File: src/hw/rtl/lpfr_pkg.sv
`default_nettype none
package lpfr_pkg;

  localparam logic [15:0] CRC_INIT = 16'hFFFF;
  // 0x8005 bit-reversed, for the right-shifting register
  localparam logic [15:0] CRC_POLY_REFLECTED = 16'hA001;

  localparam int unsigned BYTE_W = 8;
  localparam int unsigned LEN_W  = 16;
  localparam logic [LEN_W-1:0] MIN_BODY_LEN = 16'd3;

  typedef enum logic [1:0] {
    PH_LEN_HI = 2'd0,
    PH_LEN_LO = 2'd1,
    PH_BODY   = 2'd2
  } phase_t;

  typedef enum logic [2:0] {
    KIND_CMD     = 3'd0,
    KIND_DATA    = 3'd1,
    KIND_GOOD    = 3'd2,
    KIND_CRCFAIL = 3'd3,
    KIND_SHORT   = 3'd4
  } kind_t;

  typedef struct packed {
    logic              valid;
    kind_t             kind;
    logic [BYTE_W-1:0] value;
    logic              frame_end;
  } result_t;

endpackage
`default_nettype wire

File: src/hw/rtl/lpfr_crc16.sv
`default_nettype none
module lpfr_crc16 (
  input  wire logic [15:0] crc_in,
  input  wire logic [7:0]  data,
  output logic      [15:0] crc_out
);

  // eight shift steps of the reflected register, one per data bit
  always_comb begin
    logic [15:0] c;
    c = crc_in ^ {8'h00, data};
    for (int i = 0; i < 8; i++) begin
      if (c[0]) begin
        c = (c >> 1) ^ lpfr_pkg::CRC_POLY_REFLECTED;
      end else begin
        c = c >> 1;
      end
    end
    crc_out = c;
  end

endmodule
`default_nettype wire

File: src/hw/rtl/lpfr_parser.sv
`default_nettype none
module lpfr_parser (
  input  wire logic                            clk,
  input  wire logic                            rst,
  input  wire logic                            step,
  input  wire logic [lpfr_pkg::BYTE_W-1:0]     data,
  output lpfr_pkg::result_t                    result
);

  lpfr_pkg::phase_t            phase;
  lpfr_pkg::phase_t            phase_next;
  logic [lpfr_pkg::LEN_W-1:0]  body_length;
  logic [lpfr_pkg::LEN_W-1:0]  body_length_next;
  logic [lpfr_pkg::LEN_W-1:0]  body_count;
  logic [lpfr_pkg::LEN_W-1:0]  body_count_next;
  logic [15:0]                 crc_register;
  logic [15:0]                 crc_register_next;
  logic [15:0]                 crc_upd;
  logic [lpfr_pkg::LEN_W-1:0]  len_lo;
  logic                        len_short;
  logic                        last_byte;
  logic                        data_byte;

  lpfr_crc16 u_crc (
    .crc_in  (crc_register),
    .data    (data),
    .crc_out (crc_upd)
  );

  assign len_lo    = {body_length[15:8], data};
  assign len_short = len_lo < lpfr_pkg::MIN_BODY_LEN;
  // idx + 1 >= L and idx + 2 < L, carried in 17 bits
  assign last_byte = ({1'b0, body_count} + 17'd1) >= {1'b0, body_length};
  assign data_byte = ({1'b0, body_count} + 17'd2) < {1'b0, body_length};

  // next phase
  always_comb begin
    unique case (phase)
      lpfr_pkg::PH_LEN_LO: phase_next = len_short ? lpfr_pkg::PH_LEN_HI : lpfr_pkg::PH_BODY;
      lpfr_pkg::PH_BODY:   phase_next = last_byte ? lpfr_pkg::PH_LEN_HI : lpfr_pkg::PH_BODY;
      default:             phase_next = lpfr_pkg::PH_LEN_LO;
    endcase
  end

  // datapath next values
  always_comb begin
    body_length_next  = body_length;
    body_count_next   = body_count;
    crc_register_next = crc_register;
    unique case (phase)
      lpfr_pkg::PH_LEN_LO: begin
        body_length_next  = len_lo;
        body_count_next   = '0;
        crc_register_next = lpfr_pkg::CRC_INIT;
      end
      lpfr_pkg::PH_BODY: begin
        body_count_next   = body_count + 16'd1;
        crc_register_next = crc_upd;
      end
      default: begin
        body_length_next = {data, 8'h00};
      end
    endcase
  end

  // result for the byte now in hand
  always_comb begin
    result = '{valid: 1'b0, kind: lpfr_pkg::KIND_CMD, value: '0, frame_end: 1'b0};
    unique case (phase)
      lpfr_pkg::PH_LEN_LO: begin
        if (len_short) begin
          result = '{valid: 1'b1, kind: lpfr_pkg::KIND_SHORT, value: '0, frame_end: 1'b1};
        end
      end
      lpfr_pkg::PH_BODY: begin
        priority if (last_byte) begin
          result.valid     = 1'b1;
          result.kind      = (crc_upd == 16'h0000) ? lpfr_pkg::KIND_GOOD
                                                   : lpfr_pkg::KIND_CRCFAIL;
          result.frame_end = 1'b1;
        end else if (body_count == '0) begin
          result = '{valid: 1'b1, kind: lpfr_pkg::KIND_CMD, value: data, frame_end: 1'b0};
        end else if (data_byte) begin
          result = '{valid: 1'b1, kind: lpfr_pkg::KIND_DATA, value: data, frame_end: 1'b0};
        end else begin
          result.valid = 1'b0;
        end
      end
      default: begin
        result.valid = 1'b0;
      end
    endcase
  end

  always_ff @(posedge clk) begin
    if (rst) begin
      phase        <= lpfr_pkg::PH_LEN_HI;
      body_length  <= '0;
      body_count   <= '0;
      crc_register <= lpfr_pkg::CRC_INIT;
    end else if (step) begin
      phase        <= phase_next;
      body_length  <= body_length_next;
      body_count   <= body_count_next;
      crc_register <= crc_register_next;
    end
  end

endmodule
`default_nettype wire

File: src/hw/rtl/length_prefixed_frame_receiver_crc16.sv
`default_nettype none
// channel  | valid     | stall     | payload
// ---------+-----------+-----------+--------------------------
// input    | in_valid  | in_stall  | rx_byte
// output   | out_valid | out_stall | kind, value, frame_end
//
// one byte per cycle sustained while out_stall is low; a byte passes through the
// input register, and its result is then loaded into the result register
// the rate is set by the byte-wide crc-16 update and phase logic, which close
// the state loop combinationally
// rst is synchronous: clears the input and result valids, the phase and the crc
// out_stall holds a full result register and, while it holds, the input register
// in_stall rises only when the input register is full and cannot move on
module length_prefixed_frame_receiver_crc16 (
  input  wire logic       clk,
  input  wire logic       rst,
  input  wire logic       in_valid,
  output logic            in_stall,
  input  wire logic [7:0] rx_byte,
  output logic            out_valid,
  input  wire logic       out_stall,
  output logic [2:0]      kind,
  output logic [7:0]      value,
  output logic            frame_end
);

  // input register
  logic       in_full;
  logic [7:0] in_byte;

  // the stage moves when the result register is empty or being drained
  logic advance;
  logic step;

  lpfr_pkg::result_t result;

  assign advance  = !out_valid || !out_stall;
  assign step     = in_full && advance;
  assign in_stall = in_full && !advance;

  always_ff @(posedge clk) begin
    if (rst) begin
      in_full <= 1'b0;
    end else if (!in_stall) begin
      in_full <= in_valid;
    end
  end

  // payload needs no reset
  always_ff @(posedge clk) begin
    if (!in_stall && in_valid) begin
      in_byte <= rx_byte;
    end
  end

  // frame parser: phase, length, count and running crc
  lpfr_parser u_parser (
    .clk    (clk),
    .rst    (rst),
    .step   (step),
    .data   (in_byte),
    .result (result)
  );

  // result register; bytes that give no result just leave it empty
  always_ff @(posedge clk) begin
    if (rst) begin
      out_valid <= 1'b0;
    end else if (advance) begin
      out_valid <= step && result.valid;
    end
  end

  always_ff @(posedge clk) begin
    if (advance && step && result.valid) begin
      kind      <= result.kind;
      value     <= result.value;
      frame_end <= result.frame_end;
    end
  end

endmodule
`default_nettype wire
File: config.mk
export PLATFORM = sky130hd
export DESIGN_NAME = length_prefixed_frame_receiver_crc16
export DESIGN_NICKNAME = d
export VERILOG_FILES = /design/src/hw/rtl/lpfr_pkg.sv /design/src/hw/rtl/lpfr_crc16.sv /design/src/hw/rtl/lpfr_parser.sv /design/src/hw/rtl/length_prefixed_frame_receiver_crc16.sv
export SDC_FILE = /design/constraint.sdc
export NUM_CORES = 1
export LEC_CHECK = 0
export BUFFER_PORTS_ARGS = -buffer_cell sky130_fd_sc_hd__buf_2
export CAP_MARGIN = 0
export CORE_MARGIN = 1.5
export CORE_UTILIZATION = 65
export CTS_BUF_LIST = sky130_fd_sc_hd__clkbuf_2 sky130_fd_sc_hd__clkbuf_4 sky130_fd_sc_hd__clkbuf_8
export CTS_CLUSTER_SIZE = 30
export DETAILED_ROUTE_END_ITERATION = 10
export MAX_ROUTING_LAYER = met4
export PLACE_DENSITY = 0.83
export SYNTH_ARGS = -nofsm -noshare
export SYNTH_HDL_FRONTEND = slang
export SYNTH_SLANG_ARGS = --single-unit
export TNS_END_PERCENT = 30
File: constraint.sdc
create_clock -name clk -period 6.4 [get_ports clk]
set_input_delay 0.32 -clock clk [delete_from_list [all_inputs] [get_ports clk]]
set_output_delay 0.32 -clock clk [all_outputs]
set_load 0.01 [all_outputs]
* Word-level counts from Yosys, hierarchy flattened *
Index checks and enable logic that the tools add are counted.

operators by class
  add/subtract/negate cells = 3
  order comparisons = 3
  eq/ne operators = 2
  mux-type cells = 24
  bitwise gates (word level) = 11
  reduce and logical (&&, ||, !) cells = 17

operators by type and width
  operator               number
  $mux 16                8
  $pmux 16 s2            3
  $logic_not 16->1       2
  $mux 13                2
  $not 2->3              8
  $pmux 12 s2            1
  $add 16x1->17 const B  1
  $add 16x2->17 const B  1
  $ge 17x16->1           1
  $lt 17x16->1           1
  $add 16x1->16 const B  1
  $lt 16x2->1 const B    1
  $xor 16x8->16          1
  $mux 10                1
  $mux 8                 1
  $logic_and 1x1->1      6
  $logic_not 1->1        4
  $mux 2                 2
  $mux 4                 1
  $pmux 2 s2             1
  $reduce_and 2->1       2
  $mux 1                 3
  $reduce_and 3->1       1
  $eq 2x1->1 const B     1
  5 further kinds        6

word-level totals
  register bits = 72
  bits of input ports = 12

* Depth between registers and ports, before layout *
  word-level depth = 22
  mapped depth = 14
  depth with buffers taken out = 13

* Modules after synthesis *
A second synthesis with hierarchy kept.

second synthesis, totals
  cell total of the unflattened synthesis = 509
  area total of the unflattened synthesis = 4476.8 um^2

modules (own cells, without submodules)
  module                                instances  cells an instance  area an instance (um^2)  sequential area each (um^2)
  lpfr_parser                           1          448                3498.4                   1001.0
  length_prefixed_frame_receiver_crc16  1          32                 694.4                    640.6
  lpfr_crc16                            1          29                 284.0                    0.0

* Least setup slack after synthesis *
OpenSTA, ideal clock, no wires.

  path kind = flip-flop to flip-flop
  start point = register u_parser.body_count[0] in the netlist's numbering
  end point = register frame_end (enable)
  library setup time = 0.388 ns
  arrival = 3.151 ns
  path slack = 2.861 ns
  stages on the path, launching flop included = 14
  path buffers = 1
  cells stage by stage = dfxtp_1 ha_1 nand3_1 or3_1 clkbuf_1 nor2_1 xor2_1 ha_1 nand3_1 nor3_1 a32oi_1 nand3_1 nor2_1 a31oi_1

on the way
  cells in the longest elaborated chain, start to end = 7
  elaborated cells on any way between the ends = 10
  those cells by class = 2 x add/sub; 2 x order compare; 4 x mux; 2 x reduce/logical

ends and longest elaborated chain
  element                   RTL line                                    text
  start: declaration        lpfr_parser.sv:14                           logic [lpfr_pkg::LEN_W-1:0] body_count;
  start signal: assignment  lpfr_parser.sv:104                          body_count <= body_count_next;
  $add 16x2->17             lpfr_parser.sv:34                           assign data_byte = ({1'b0, body_count} + 17'd2) < {1'b0, body_length};
  $lt 17x16->1              lpfr_parser.sv:34
  $mux 1                    lpfr_parser.sv:83                           end else if (data_byte) begin
  $mux 13                   lpfr_parser.sv:81                           end else if (body_count == '0) begin
  $mux 4 (*)                lpfr_parser.sv:76                           priority if (last_byte) begin
  $pmux 1 s2 (*)            lpfr_parser.sv:69                           unique case (phase)
  $logic_and 1x1->1 (*)     length_prefixed_frame_receiver_crc16.sv:75  if (advance && step && result.valid) begin
  end signal: assignment    length_prefixed_frame_receiver_crc16.sv:78  frame_end <= result.frame_end;
  end: declaration          length_prefixed_frame_receiver_crc16.sv:24  output logic frame_end

Every way passes the cells marked *; elsewhere a longest branch is shown, timed or not.
A chain may end at the register's enable or synchronous reset.

* Worst setup path after layout *
  start point = register u_parser.body_count[2] in the netlist's numbering
  end point = register value[1] (enable)

on the way
  cells in the longest elaborated chain, start to end = 7
  elaborated cells on any way between the ends = 10
  those cells by class = 2 x add/sub; 2 x order compare; 4 x mux; 2 x reduce/logical

ends and longest elaborated chain
  element                 RTL line                                    text
  $add 16x2->17           lpfr_parser.sv:34
  $lt 17x16->1            lpfr_parser.sv:34
  $mux 1                  lpfr_parser.sv:83
  $mux 13                 lpfr_parser.sv:81
  $mux 4 (*)              lpfr_parser.sv:76
  $pmux 1 s2 (*)          lpfr_parser.sv:69
  $logic_and 1x1->1 (*)   length_prefixed_frame_receiver_crc16.sv:75
  end signal: assignment  length_prefixed_frame_receiver_crc16.sv:77  value <= result.value;
  end: declaration        length_prefixed_frame_receiver_crc16.sv:23  output logic [7:0] value,

Marked as above.

==> results.cfg <==
[global_route]
grt_util_all_layers_pct = 29.6
grt_max_degree = 29
antenna_found_initial = 0
gr-total-overflow = 0
grt_pass1_wl_um = 15800
grt_pass1_vias = 3250

[pwr]
p_int_uw = 711
power.density_mw_per_mm2 = 208
ir_drop_mv = 0.261
p_sw_uw = 230
p_leak_nw = 1.78
power_frac_seq_pct = 51.8
pwr-share-clk_pct = 37.9
sw_frac_of_total_pct = 24.4
power.combinational.fraction_pct = 10.3

[run]
max_cap_viol_count = 0

[finish]
multi_input_area_mm2 = 0.00238
fillCellCount = 519
diodes = 0
final_cell_mix = dfxtp_1 (52), nor2_1 (50), a21oi_1 (41), ha_1 (38), xnor2_1 (36)
final_cells = 560
drive_gt1_share_pct = 12.0
layout_commonest_cell = dfxtp_1
synthToLayoutAreaGrowth_pct = 7.64
regArea_mm2 = 0.00164
finalInstanceArea_mm2 = 0.00453
fin_nets = 528

[setup_path]
cp_max_fo = 12
crit_chain = ha_1 > nand3_1 > nor2_1 > and3_1 > nand3_1 > xnor2_1 > ha_1 > nand3_1 > nor3_1 > a32oi_1 > nand3_1 > nor2_1 > a31oi_1
critPathArrivalTime_ns = 4.12
critPathSlowestCell = a31oi_1
crit_type = reg -> reg
critical_path_required_ns = 6.35
cp_top_family = simple AND/OR/NAND/NOR gates
cp-end-kind = flop
crit_buf_inv = 0
cpPeakStageDelay_ns = 0.84
crit_path_frequent_cell = nand3_1
critPathLaunchType = flop

[timing]
slew_violations = 0
fin_crit_ns = 4.16
setup_viol = 0
worst_pin_slew_ns = 1.18
setup_ws_ns = 2.24
timing.final.crit_share_pct = 65.1
slew_headroom_pct = 21.2
skew_ns = 0.00672
max_freq_mhz = 240
fin_tns_setup_ns = 0
rsz0062_at_grt = no
finalHoldViolations = 0
hold-worst-slack_ns = 0.154

[synth]
synthFlopType = dfxtp_1
synth_top_area_share_pct = 24.7
netlist.top_cell.by_area = dfxtp_1
synth.area.top_cells = dfxtp_1 (25%), edfxtp_1 (14%), ha_1 (11%)
ys_async_sr_fraction_pct = 0
postSynthNetCount = 515
yosysSeqAreaShare_pct = 39.0
synth.ff_latch_count = 72
yosysWarnings = 0
synth.cell_area_mm2 = 0.00421
syn-mean-instance-area_um2 = 9.06
syn_inst = 465
yosysUniqueCellTypes = 47
synth_edf_count = 20

[clock_tree]
cts.sinks = 72
cts_resized = 0
ctsHtreeMaxLevel = 3
numCtsBuffers = 9
cts_tree = built
cts_buffer_depth = 2
post-cts-setup-buffer-count = 0
clk_pin_slew_worst_paths_ns = 0.07
cts-root-buf = clkbuf_8
ctsHoldBuffers = 0
worstSkewPairLatency_ns = 0.34

[worst_hold_path]
hold_class = in -> reg

[route]
drc_errors = 0
vias_per_cell = 6.14
vias = 3441
drt-wirelength-per-cell_um = 17.3
drtPass1Iterations = 5
ant_nets = 0
routed_wl_um = 9680
drt_iter0_markers = 234

[placement]
dpl-instance-area_mm2 = 0.00434
io_buffers = 25
place_ws_ns = 2.28
place_hpwl_um = 7000
gp_congestion = 1.00
place_inst = 544

[die]
pin_count = 26
die_h_um = 83.5
fp-row-count = 29
fp.dieW_um = 83.5
initial_utilization_pct = 66.7
core_area_mm2 = 0.00631
dieArea_mm2 = 0.00697

[outcome]
status = finished, final reports clean
[kinds of logic after synthesis]
kind of cell    count (synthesis)  share of synthesized area (%)
compound gates                 93                           14.4
xor+xnor                       48                           9.98
fa+ha+maj                      38                           11.3
buf+inv                        48                           4.60
flops                          72                           39.0
mux                             1                          0.267
simple gates                  165                           20.5
[cell type report]
cell class,instances,share of cell area (%)
repair buffers,26,2.93
well taps,77,2.13
inverters,24,1.99
clock inverters,3,0.938
flip-flops and latches,72,36.2
multi-input cells,345,52.4
clock buffers,13,3.39
[cells in the mapped netlist, types with 3 or more instances]
cell / instances
dfxtp_1: 52
nor2_1: 50
a21oi_1: 41
ha_1: 38
xnor2_1: 36
nand2_1: 31
inv_1: 24
nand3_1: 23
edfxtp_1: 20
clkbuf_1: 16
o21ai_0: 14
xor2_1: 12
nand4_1: 11
nor3b_1: 9
nor3b_2: 8
nor4_1: 8
a22o_1: 7
nor3_1: 6
o22a_1: 6
and3_1: 5
buf_2: 5
a21o_1: 4
nor2b_1: 3
o211ai_1: 3
o31ai_1: 3
or2_2: 3
[routing by layer]
metal / part of all wire, % / track usage [%] / vias to the layer above
li1: - / - / 1674
met1: 43 / 37.5 / 1611
met2: 49 / 48.5 / 142
met3: 6.9 / 4.65 / 14
met4: 1.5 / 10.9 / 0
met5: 0 / - / -
[power by group through the flow]
stage	registers [mW]	logic (mW)	clock network [mW]
detailed placement	0.497	0.0944	0
global placement	0.497	0.0923	0
finish	0.487	0.0969	0.357
global route	0.488	0.106	0.382
floorplan	0.491	0.0742	0
CTS	0.487	0.0959	0.363
[per-stage QoR]
| step | util [%] | total power [mW] |
|---|---|---|
| finish | 71.8 | 0.941 |
| global route | 71.8 | 0.975 |
| CTS | 71.8 | 0.946 |
| detailed placement | 68.7 | 0.592 |
| global placement | 68.7 | 0.589 |
| floorplan | - | 0.566 |
[sequential cells by signal (all words and copies together), names as in the netlist]
name,count
u_parser.crc_register,16
frame_end,1
out_valid,1
u_parser.phase,2
in_full,1
u_parser.body_length,16
kind,3
in_byte,8
value,8
u_parser.body_count,16
[path summary, 6_finish.rpt]
kind	cells past startpoint	startpoint	end	slack, ns
max	13	u_parser.body_count[2]$_SDFFE_PP0P_	value[1]$_DFFE_PP_	2.24
min	1	rx_byte[3]	in_byte[3]$_DFFE_PP_	0.15
max reg2reg	13	u_parser.body_count[2]$_SDFFE_PP0P_	value[1]$_DFFE_PP_	2.24
min reg2reg	2	u_parser.body_length[1]$_SDFFE_PP0P_	u_parser.body_length[1]$_SDFFE_PP0P_	0.46
Power figures use the tool's default switching activity.
